`src/sv/spfm_pkg.sv`:
```
`default_nettype none
// ---------------------------------------------------------------------------
// Serial flash programming master: shared definitions
// Types, command constants and register reset values used by every module.
// ---------------------------------------------------------------------------
package spfm_pkg;

    localparam int P_WAIT_BITS  = 20;
    localparam int Q_DEPTH      = 2;

    localparam logic [7:0] C_PREFIX     = 8'hAC;
    localparam logic [7:0] C_ECHO       = 8'h53;
    localparam logic [7:0] C_ERASE      = 8'h80;
    localparam logic [7:0] C_READ       = 8'h20;
    localparam logic [7:0] C_LOAD       = 8'h40;
    localparam logic [7:0] C_WRITE      = 8'h4C;
    localparam logic [9:0] C_PAGE_HI    = 10'h300;
    localparam logic [7:0] C_PAGE_MID   = 8'hF0;
    localparam logic [7:0] C_WORD_LO    = 8'h0F;
    localparam logic [4:0] C_BIT_LAST   = 5'd31;

    localparam logic [7:0]  R_SETUP      = 8'd15;
    localparam logic [7:0]  R_HIGH       = 8'd75;
    localparam logic [7:0]  R_LOW        = 8'd90;
    localparam logic [19:0] R_ERASE_WAIT = 20'd9000;
    localparam logic [19:0] R_PAGE_WAIT  = 20'd4500;

    typedef enum logic [2:0] {
        OP_ENABLE = 3'd0,
        OP_ERASE  = 3'd1,
        OP_READ   = 3'd2,
        OP_LOAD   = 3'd3,
        OP_WRITE  = 3'd4
    } t_op;

    typedef enum logic [2:0] {
        CFG_SETUP      = 3'd0,
        CFG_HIGH       = 3'd1,
        CFG_LOW        = 3'd2,
        CFG_ERASE_WAIT = 3'd3,
        CFG_PAGE_WAIT  = 3'd4
    } t_cfg_idx;

    typedef enum logic [2:0] {
        PH_IDLE  = 3'd0,
        PH_SETUP = 3'd1,
        PH_HIGH  = 3'd2,
        PH_LOW   = 3'd3,
        PH_WAIT  = 3'd4
    } t_phase;

    typedef struct packed {
        logic [7:0]  setup_ticks;
        logic [7:0]  high_ticks;
        logic [7:0]  low_ticks;
        logic [19:0] erase_wait_ticks;
        logic [19:0] page_wait_ticks;
    } t_cfg;

    typedef struct packed {
        logic        start;
        t_op         op;
        logic [31:0] cmd;
        logic        miso;
    } t_item;

    typedef struct packed {
        logic       sclk;
        logic       mosi;
        logic       busy;
        logic       done;
        logic [7:0] read_byte;
        logic       enable_ok;
    } t_result;

endpackage
`default_nettype wire

```
`src/sv/spfm_front.sv`:
```
`default_nettype none
// ---------------------------------------------------------------------------
// Serial flash programming master: front end
// Classifies each tick beat and assembles the 32-bit command for a start.
// ---------------------------------------------------------------------------
module spfm_front
    import spfm_pkg::*;
(
    input  wire logic       i_start_req,
    input  wire logic [2:0] i_operation,
    input  wire logic       i_high_byte_select,
    input  wire logic [9:0] i_word_address,
    input  wire logic [7:0] i_load_data,
    input  wire logic       i_miso,
    output t_item           o_item
);

    logic [7:0] w_b3;
    logic [7:0] w_b2;
    logic [7:0] w_b1;
    logic [7:0] w_b0;
    logic       w_known;
    logic [9:0] w_hi_bits;

    assign w_hi_bits = (i_word_address & C_PAGE_HI) >> 8;

    always_comb begin
        w_b3    = '0;
        w_b2    = '0;
        w_b1    = '0;
        w_b0    = '0;
        w_known = 1'b1;
        unique case (i_operation)
            OP_ENABLE: begin
                w_b3 = C_PREFIX;
                w_b2 = C_ECHO;
            end
            OP_ERASE: begin
                w_b3 = C_PREFIX;
                w_b2 = C_ERASE;
            end
            OP_READ: begin
                w_b3 = C_READ | {4'd0, i_high_byte_select, 3'd0};
                w_b2 = w_hi_bits[7:0];
                w_b1 = i_word_address[7:0];
            end
            OP_LOAD: begin
                w_b3 = C_LOAD | {4'd0, i_high_byte_select, 3'd0};
                w_b1 = i_word_address[7:0] & C_WORD_LO;
                w_b0 = i_load_data;
            end
            OP_WRITE: begin
                w_b3 = C_WRITE;
                w_b2 = w_hi_bits[7:0];
                w_b1 = i_word_address[7:0] & C_PAGE_MID;
            end
            default: begin
                w_known = 1'b0;
            end
        endcase
    end

    assign o_item.start = i_start_req & w_known;
    assign o_item.op    = w_known ? t_op'(i_operation) : OP_ENABLE;
    assign o_item.cmd   = {w_b3, w_b2, w_b1, w_b0};
    assign o_item.miso  = i_miso;

endmodule
`default_nettype wire

```
`src/sv/spfm_queue.sv`:
```
`default_nettype none
// ---------------------------------------------------------------------------
// Serial flash programming master: item queue
// Short first-in first-out buffer between the front end and the engine.
// ---------------------------------------------------------------------------
module spfm_queue
    import spfm_pkg::*;
(
    input  wire logic  i_clk,
    input  wire logic  i_rst_n,
    input  wire logic  i_push_valid,
    output logic       o_push_ready,
    input  wire t_item i_push_item,
    output logic       o_pop_valid,
    input  wire logic  i_pop_ready,
    output t_item      o_pop_item
);

    localparam int QAW = (Q_DEPTH > 1) ? $clog2(Q_DEPTH) : 1;

    t_item            r_mem [Q_DEPTH];
    logic [QAW-1:0]   r_wr;
    logic [QAW-1:0]   r_rd;
    logic [QAW:0]     r_count;
    logic             w_push;
    logic             w_pop;

    assign o_push_ready = (r_count != (QAW+1)'(Q_DEPTH));
    assign o_pop_valid  = (r_count != '0);
    assign o_pop_item   = r_mem[r_rd];
    assign w_push       = i_push_valid & o_push_ready;
    assign w_pop        = o_pop_valid & i_pop_ready;

    always_ff @(posedge i_clk) begin
        if (w_push) begin
            r_mem[r_wr] <= i_push_item;
        end
    end

    always_ff @(posedge i_clk) begin
        if (!i_rst_n) begin
            r_wr    <= '0;
            r_rd    <= '0;
            r_count <= '0;
        end else begin
            if (w_push) begin
                r_wr <= (r_wr == QAW'(Q_DEPTH - 1)) ? '0 : r_wr + QAW'(1);
            end
            if (w_pop) begin
                r_rd <= (r_rd == QAW'(Q_DEPTH - 1)) ? '0 : r_rd + QAW'(1);
            end
            if (w_push && !w_pop) begin
                r_count <= r_count + (QAW+1)'(1);
            end else if (w_pop && !w_push) begin
                r_count <= r_count - (QAW+1)'(1);
            end
        end
    end

endmodule
`default_nettype wire

```
`src/sv/spfm_back.sv`:
```
`default_nettype none
// ---------------------------------------------------------------------------
// Serial flash programming master: bit engine
// Runs the setup, high, low and wait phases one tick beat at a time and
// registers the resulting line levels and status.
// ---------------------------------------------------------------------------
module spfm_back
    import spfm_pkg::*;
#(
    parameter int WAIT_COUNTER_BITS = P_WAIT_BITS
) (
    input  wire logic  i_clk,
    input  wire logic  i_rst_n,
    input  wire t_cfg  i_cfg,
    input  wire logic  i_item_valid,
    output logic       o_item_ready,
    input  wire t_item i_item,
    output logic       o_out_valid,
    input  wire logic  i_out_ready,
    output t_result    o_res
);

    localparam int W    = WAIT_COUNTER_BITS;
    localparam int CMPW = ((W > 20) ? W : 20) + 1;
    localparam logic [CMPW-1:0] TICK_MAX = CMPW'((64'd1 << W) - 64'd1);

    t_phase      r_phase, n_phase;
    logic [W-1:0] r_tick, n_tick;
    logic [4:0]  r_bit, n_bit;
    logic [31:0] r_cmd, n_cmd;
    logic [15:0] r_rx, n_rx;
    t_op         r_op, n_op;
    logic [7:0]  r_last, n_last;
    logic        r_echo, n_echo;
    logic        r_out_valid, n_out_valid;
    t_result     r_res, n_res;

    logic            w_step;
    logic            w_cur_bit;
    logic [CMPW-1:0] w_tick_next;
    logic [19:0]     w_wait_raw;
    logic [CMPW-1:0] w_wait_ext;
    logic [CMPW-1:0] w_wait_len;
    logic            w_setup_end;
    logic            w_high_end;
    logic            w_low_end;
    logic            w_wait_end;
    logic            w_echo_new;

    assign w_step       = i_item_valid & (~r_out_valid | i_out_ready);
    assign o_item_ready = w_step;
    assign o_out_valid  = r_out_valid;
    assign o_res        = r_res;

    assign w_cur_bit   = r_cmd[C_BIT_LAST - r_bit];
    assign w_tick_next = CMPW'(r_tick) + CMPW'(1);
    assign w_wait_raw  = (r_op == OP_ERASE) ? i_cfg.erase_wait_ticks :
                         (r_op == OP_WRITE) ? i_cfg.page_wait_ticks : '0;
    assign w_wait_ext  = CMPW'(w_wait_raw);
    assign w_wait_len  = (w_wait_ext > TICK_MAX) ? TICK_MAX : w_wait_ext;
    assign w_setup_end = (w_tick_next >= CMPW'(i_cfg.setup_ticks));
    assign w_high_end  = (w_tick_next >= CMPW'(i_cfg.high_ticks));
    assign w_low_end   = (w_tick_next >= CMPW'(i_cfg.low_ticks));
    assign w_wait_end  = (w_tick_next >= w_wait_len);
    assign w_echo_new  = (r_op == OP_ENABLE) ? (r_rx[15:8] == C_ECHO) : r_echo;

    always_ff @(posedge i_clk) begin
        if (!i_rst_n) begin
            r_phase     <= PH_IDLE;
            r_tick      <= '0;
            r_bit       <= '0;
            r_last      <= '0;
            r_echo      <= 1'b0;
            r_out_valid <= 1'b0;
        end else begin
            r_phase     <= n_phase;
            r_tick      <= n_tick;
            r_bit       <= n_bit;
            r_last      <= n_last;
            r_echo      <= n_echo;
            r_out_valid <= n_out_valid;
        end
    end

    always_ff @(posedge i_clk) begin
        r_cmd <= n_cmd;
        r_rx  <= n_rx;
        r_op  <= n_op;
        r_res <= n_res;
    end

    always_comb begin
        n_phase     = r_phase;
        n_tick      = r_tick;
        n_bit       = r_bit;
        n_cmd       = r_cmd;
        n_rx        = r_rx;
        n_op        = r_op;
        n_last      = r_last;
        n_echo      = r_echo;
        n_res       = r_res;
        n_out_valid = r_out_valid & ~i_out_ready;
        if (w_step) begin
            n_out_valid = 1'b1;
            n_res       = '0;
            unique case (r_phase)
                PH_SETUP: begin
                    n_res.busy = 1'b1;
                    n_res.mosi = w_cur_bit;
                    if (w_setup_end) begin
                        n_tick  = '0;
                        n_phase = PH_HIGH;
                    end else begin
                        n_tick = r_tick + W'(1);
                    end
                end
                PH_HIGH: begin
                    n_res.busy = 1'b1;
                    n_res.sclk = 1'b1;
                    n_res.mosi = w_cur_bit;
                    if (w_high_end) begin
                        n_rx    = {r_rx[14:0], i_item.miso};
                        n_tick  = '0;
                        n_phase = PH_LOW;
                    end else begin
                        n_tick = r_tick + W'(1);
                    end
                end
                PH_LOW: begin
                    n_res.busy = 1'b1;
                    n_res.mosi = w_cur_bit;
                    if (w_low_end) begin
                        n_tick = '0;
                        if (r_bit == C_BIT_LAST) begin
                            if (w_wait_len == '0) begin
                                n_last     = r_rx[7:0];
                                n_echo     = w_echo_new;
                                n_res.done = 1'b1;
                                n_phase    = PH_IDLE;
                            end else begin
                                n_phase = PH_WAIT;
                            end
                        end else begin
                            n_bit   = r_bit + 5'd1;
                            n_phase = PH_SETUP;
                        end
                    end else begin
                        n_tick = r_tick + W'(1);
                    end
                end
                PH_WAIT: begin
                    n_res.busy = 1'b1;
                    if (w_wait_end) begin
                        n_last     = r_rx[7:0];
                        n_echo     = w_echo_new;
                        n_res.done = 1'b1;
                        n_tick     = '0;
                        n_phase    = PH_IDLE;
                    end else begin
                        n_tick = r_tick + W'(1);
                    end
                end
                default: begin
                    n_phase = PH_IDLE;
                    if (i_item.start) begin
                        n_cmd   = i_item.cmd;
                        n_op    = i_item.op;
                        n_bit   = '0;
                        n_tick  = '0;
                        n_rx    = '0;
                        n_phase = PH_SETUP;
                    end
                end
            endcase
            n_res.read_byte = n_last;
            n_res.enable_ok = n_echo;
        end
    end

endmodule
`default_nettype wire

```
`src/sv/serial_flash_programming_master_unit.sv`:
```
// A tick beat is written into the item queue when it is accepted; its result is
// registered in the bit engine's output register when the engine takes it from the queue.
// Throughput: one tick beat per cycle while the result channel is not stalled.
// Reset (synchronous, active low) idles the engine, empties the queue and
// output register, clears the read byte and enable flag and loads the
// default timing registers.
`default_nettype none
// ---------------------------------------------------------------------------
// Serial flash programming master
// Serial programming bit engine with timing registers, item queue and
// registered result stage.
// ---------------------------------------------------------------------------
module serial_flash_programming_master_unit
    import spfm_pkg::*;
#(
    parameter int WAIT_COUNTER_BITS = P_WAIT_BITS
) (
    input  wire logic        i_clk,
    input  wire logic        i_rst_n,
    input  wire logic        i_cfg_valid,
    output logic             o_cfg_ready,
    input  wire logic [2:0]  i_cfg_index,
    input  wire logic [19:0] i_cfg_data,
    input  wire logic        i_in_valid,
    output logic             o_in_ready,
    input  wire logic        i_start_req,
    input  wire logic [2:0]  i_operation,
    input  wire logic        i_high_byte_select,
    input  wire logic [9:0]  i_word_address,
    input  wire logic [7:0]  i_load_data,
    input  wire logic        i_miso,
    output logic             o_out_valid,
    input  wire logic        i_out_ready,
    output logic             o_sclk,
    output logic             o_mosi,
    output logic             o_busy_res,
    output logic             o_done_res,
    output logic [7:0]       o_read_byte,
    output logic             o_enable_ok
);

    t_cfg    r_cfg;
    t_item   w_front_item;
    t_item   w_q_item;
    logic    w_q_valid;
    logic    w_q_ready;
    t_result w_res;

    assign o_cfg_ready = 1'b1;

    always_ff @(posedge i_clk) begin
        if (!i_rst_n) begin
            r_cfg.setup_ticks      <= R_SETUP;
            r_cfg.high_ticks       <= R_HIGH;
            r_cfg.low_ticks        <= R_LOW;
            r_cfg.erase_wait_ticks <= R_ERASE_WAIT;
            r_cfg.page_wait_ticks  <= R_PAGE_WAIT;
        end else if (i_cfg_valid) begin
            unique case (i_cfg_index)
                CFG_SETUP:      r_cfg.setup_ticks      <= i_cfg_data[7:0];
                CFG_HIGH:       r_cfg.high_ticks       <= i_cfg_data[7:0];
                CFG_LOW:        r_cfg.low_ticks        <= i_cfg_data[7:0];
                CFG_ERASE_WAIT: r_cfg.erase_wait_ticks <= i_cfg_data;
                CFG_PAGE_WAIT:  r_cfg.page_wait_ticks  <= i_cfg_data;
                default: begin
                end
            endcase
        end
    end

    spfm_front u_front (
        .i_start_req        (i_start_req),
        .i_operation        (i_operation),
        .i_high_byte_select (i_high_byte_select),
        .i_word_address     (i_word_address),
        .i_load_data        (i_load_data),
        .i_miso             (i_miso),
        .o_item             (w_front_item)
    );

    spfm_queue u_queue (
        .i_clk        (i_clk),
        .i_rst_n      (i_rst_n),
        .i_push_valid (i_in_valid),
        .o_push_ready (o_in_ready),
        .i_push_item  (w_front_item),
        .o_pop_valid  (w_q_valid),
        .i_pop_ready  (w_q_ready),
        .o_pop_item   (w_q_item)
    );

    spfm_back #(
        .WAIT_COUNTER_BITS (WAIT_COUNTER_BITS)
    ) u_back (
        .i_clk        (i_clk),
        .i_rst_n      (i_rst_n),
        .i_cfg        (r_cfg),
        .i_item_valid (w_q_valid),
        .o_item_ready (w_q_ready),
        .i_item       (w_q_item),
        .o_out_valid  (o_out_valid),
        .i_out_ready  (i_out_ready),
        .o_res        (w_res)
    );

    assign o_sclk      = w_res.sclk;
    assign o_mosi      = w_res.mosi;
    assign o_busy_res  = w_res.busy;
    assign o_done_res  = w_res.done;
    assign o_read_byte = w_res.read_byte;
    assign o_enable_ok = w_res.enable_ok;

    a_sclk_busy : assert property (@(posedge i_clk) disable iff (!i_rst_n)
        (o_out_valid && o_sclk) |-> o_busy_res)
        else $error("serial clock driven high outside a command");

    a_done_busy : assert property (@(posedge i_clk) disable iff (!i_rst_n)
        (o_out_valid && o_done_res) |-> (o_busy_res && !o_sclk))
        else $error("completion reported outside a low or wait tick");

    a_full_has_data : assert property (@(posedge i_clk) disable iff (!i_rst_n)
        !o_in_ready |-> w_q_valid)
        else $error("queue refuses beats while holding none");

endmodule
`default_nettype wire

```
`config.mk`:
```
export PLATFORM = sky130hd
export DESIGN_NAME = serial_flash_programming_master_unit
export DESIGN_NICKNAME = d
export VERILOG_FILES = /design/src/sv/spfm_pkg.sv /design/src/sv/spfm_front.sv /design/src/sv/spfm_queue.sv /design/src/sv/spfm_back.sv /design/src/sv/serial_flash_programming_master_unit.sv
export SDC_FILE = /design/constraint.sdc
export NUM_CORES = 1
export LEC_CHECK = 0
export ABC_CLOCK_PERIOD_IN_PS = 3400
export BUFFER_PORTS_ARGS = -buffer_cell sky130_fd_sc_hd__buf_2
export CORE_MARGIN = 2
export CORE_UTILIZATION = 55
export CTS_CLUSTER_DIAMETER = 120
export DETAILED_ROUTE_END_ITERATION = 8
export PLACE_DENSITY = 0.76
export SLEW_MARGIN = 25
export SYNTH_ARGS = -nofsm -noshare
export SYNTH_HDL_FRONTEND = slang
export SYNTH_SLANG_ARGS = --single-unit
```
`constraint.sdc`:
```
create_clock -name i_clk -period 3.4 [get_ports i_clk]
set_input_delay 0.17 -clock i_clk [delete_from_list [all_inputs] [get_ports i_clk]]
set_output_delay 0.17 -clock i_clk [all_outputs]
set_load 0.1 [all_outputs]
```
==> results.sh <==
export IMPL_status="complete, but fails checks"
export IMPL_violations="setup timing"
export IMPL_final_common_cell="nand2_1"
export IMPL_power_density_nw_per_um2=657
export IMPL_pwr_share_comb=0.263
export IMPL_p_switching_w=0.00287
export IMPL_clockRootBuffer="clkbuf_16"
export IMPL_finClkSkew_ns=0.0129
export IMPL_ys_types=74
export IMPL_avgSynthCellArea_um2=10.2
export IMPL_finish_instance_area_um2=13200
export IMPL_fin_nets=1290
export IMPL_cap_violations=0
export IMPL_power_w=0.00870
export IMPL_io_pins=68
export IMPL_layout_common_cells="nand2_1, edfxtp_1, dfxtp_1, buf_2, buf_4"
export IMPL_syn_inst=1040
export IMPL_die_x_um=143
export IMPL_fp_coreArea_um2=18800
export IMPL_finalWirelength_um=25900
export IMPL_worstPathRequired_ns=3.86
export IMPL_avgViaCountPerCell=5.74
export IMPL_p_clk_frac=0.320
export IMPL_cts_sinks=224
export IMPL_fin_crit_sh=1.00
export IMPL_slew_violations=0
export IMPL_h_tree_depth=1
export IMPL_grt_usage=0.252
export IMPL_yosysSeqAreaShare=0.531
export IMPL_drtAntennaViolNets=0
export IMPL_post_dp_hpwl_um=16500
export IMPL_worstPathCellList="ha_4 > nand3_4 > or4_4 > nor2_4 > buf_4 > xnor2_1 > ha_1 > a2111o_1 > o221ai_1 > o211ai_1 > nor3_2 > buf_4 > o31ai_4 > buf_12 > o2bb2ai_1"
export IMPL_setup_tns_final_ns=-0.00911
export IMPL_yosysWarnings=0
export IMPL_cp_end_kind="flop"
export IMPL_utilization=0.703
export IMPL_cts_buffers_inserted=25
export IMPL_start_util=0.566
export IMPL_synth_top_cell_area_share=0.330
export IMPL_drc_errors=0
export IMPL_power_frac_seq=0.417
export IMPL_cpMostUsedCell="buf_4"
export IMPL_antenna_diode_count=0
export IMPL_vias=8434
export IMPL_synth_edff_count=117
export IMPL_dpl_cell_area_um2=11700
export IMPL_critPathMaxFanout=8
export IMPL_rsz0062_at_grt="true"
export IMPL_layout_setup_ws_ns=-0.00911
export IMPL_syn2layout_area_growth_pct=24.1
export IMPL_hold_path_class="in2reg"
export IMPL_worst_pin_slew_ns=0.879
export IMPL_timing_fmax_mhz=293
export IMPL_finalNonFillerCells=1469
export IMPL_drt_pass1_iter_count=5
export IMPL_startpoint_type="flop"
export IMPL_overflow=0
export IMPL_netlist_area_um2=10700
export IMPL_critPathMaxStageDelay_ns=0.58
export IMPL_synth_ff_type="edfxtp_1"
export IMPL_clk_pin_slew_worst_paths_ns=0.06
export IMPL_place_gp_congestion=0.914
export IMPL_portBuffers=66
export IMPL_cts_buffer_depth=3
export IMPL_yosysTopAreaCell="edfxtp_1"
export IMPL_leakagePower_nw=5.17
export IMPL_ys_top_cells_by_area="edfxtp_1, dfxtp_1, nand2_1, ha_1, mux2_2"
export IMPL_critPathArrivalTime_ns=3.87
export IMPL_grt_max_degree=51
export IMPL_critPathSlowestCell="or4_4"
export IMPL_worstSetupPathType="reg2reg"
export IMPL_grt_antenna_before_repair=0
export IMPL_grt_pass1_wl_um=40800
export IMPL_tritoncts="done"
export IMPL_dp_cells=1376
export IMPL_p_sw_frac=0.330
export IMPL_ir_worst_vdd_v=0.000757
export IMPL_relSlewSlack=0.412
export IMPL_drtIter0Drc=638
export IMPL_layout_min_cycle_time_ns=3.41
export IMPL_die_h_um=143
export IMPL_finalSetupViolations=1
export IMPL_p_int_w=0.00582
export IMPL_grt_pass1_vias=8124
export IMPL_timing_final_hold_violations=0
export IMPL_ys_async_sr_fraction=0
export IMPL_ys_ff_latch=224
export IMPL_syn_num_nets=1140
export IMPL_dieArea_um2=20500
export IMPL_layout_drive_gt1_share=0.227
export IMPL_routedWlPerCell_um=17.7
export IMPL_rows=50
export IMPL_insertion_delay_ns=0.54
==> critical path, delay by kind of cell (launching register included) <==
| kind | cells | cell delay (ns) |
|---|---|---|
| simple gates | 4 | 1.07 |
| compound gates | 5 | 1.00 |
| buf+inv | 3 | 0.47 |
| flops | 1 | 0.36 |
| fa+ha+maj | 2 | 0.38 |
| xor+xnor | 1 | 0.08 |
==> stage by stage <==
| step | hold slack (ns) | setup WS, ns |
|---|---|---|
| finish | 0.0755 | -0.00911 |
| global route | 0.117 | -0.119 |
| CTS | 0.0673 | -0.0166 |
| detailed placement | 0.367 | -0.214 |
| global placement | 0.367 | -0.174 |
| floorplan | 0.269 | -0.0744 |
==> power groups by stage <==
| stage | clock network [W] | logic [W] | registers, W |
|---|---|---|---|
| after detailed placement | 0 | 0.00211 | 0.00367 |
| after CTS | 0.00280 | 0.00220 | 0.00362 |
| after global routing | 0.00292 | 0.00245 | 0.00367 |
| after floorplan | 0 | 0.00107 | 0.00414 |
| final | 0.00278 | 0.00229 | 0.00363 |
| after global placement | 0 | 0.00207 | 0.00366 |
==> kinds of logic after synthesis <==
group / Yosys count / synth area share
compound gates: 209 / 0.129
xor+xnor: 21 / 0.0173
fa+ha+maj: 50 / 0.0582
buf+inv: 95 / 0.0360
flops: 224 / 0.531
mux: 49 / 0.0520
other cells: 1 / 0.000352
simple gates: 391 / 0.177
==> what timing repair did <==
action,CTS,global route
endpoints found under the hold margin,103,0
gates resized for setup,14,33
gates cloned,0,2
buffers inserted,2,4
pin swaps,12,31
hold buffers,40,0
setup endpoints to repair,39,41
==> final cells by class <==
type	instances	area (um2)
Fill cell	1322	5600
Sequential cell	224	5660
Clock buffer	35	726
Timing Repair Buffer	176	1300
Tap cell	260	325
Inverter	40	150
Clock inverter	11	139
Multi-Input combinational cell	723	4930
==> registers in the layout (all words and copies together) (netlist names), named ones only <==
signal	flops
u_queue.r_count	2
u_back.o_out_valid	1
u_back.r_last	8
u_back.r_tick	20
u_back.r_cmd	25
u_queue.r_wr	1
u_queue.r_mem	60
r_cfg	64
u_back.r_op	3
u_back.r_phase	3
u_queue.r_rd	1
u_back.r_rx	16
u_back.r_echo	1
u_back.o_res	13
u_back.r_bit	5
==> worst paths after layout <==
| path | startpoint | to | slack (ns) | cells after the start |
|---|---|---|---|---|
| max | u_back.r_tick[0] | u_back.r_tick[12] | -0.009 | 15 |
| min | i_in_valid | u_queue.r_wr | 0.08 | 4 |
| max reg2reg | u_back.r_tick[0] | u_back.r_tick[12] | -0.009 | 15 |
| min reg2reg | r_cfg[39] | r_cfg[39] | 0.45 | 2 |
==> Yosys cell counts (8+ instances only) <==
cell / count
nand2_1: 186
edfxtp_1: 117
dfxtp_1: 107
a21oi_1: 64
ha_1: 48
clkbuf_1: 43
nand3_1: 40
inv_1: 38
nor2_1: 34
o21ai_0: 32
mux2_2: 31
and2_1: 29
and3_1: 19
a22oi_1: 18
mux2i_1: 16
nor3_1: 14
o211ai_1: 14
a22o_1: 13
xnor2_1: 12
nand4_1: 11
nor2b_1: 10
xor2_1: 9
a21o_1: 8
==> routing by layer <==
layer,vias up,part of all wire,GRT usage
li1,4077,-,-
met1,3988,0.43,0.330
met2,309,0.48,0.421
met3,60,0.064,0.0453
met4,0,0.030,0.0877
met5,-,0,0
(Power assumes the default switching activity.)
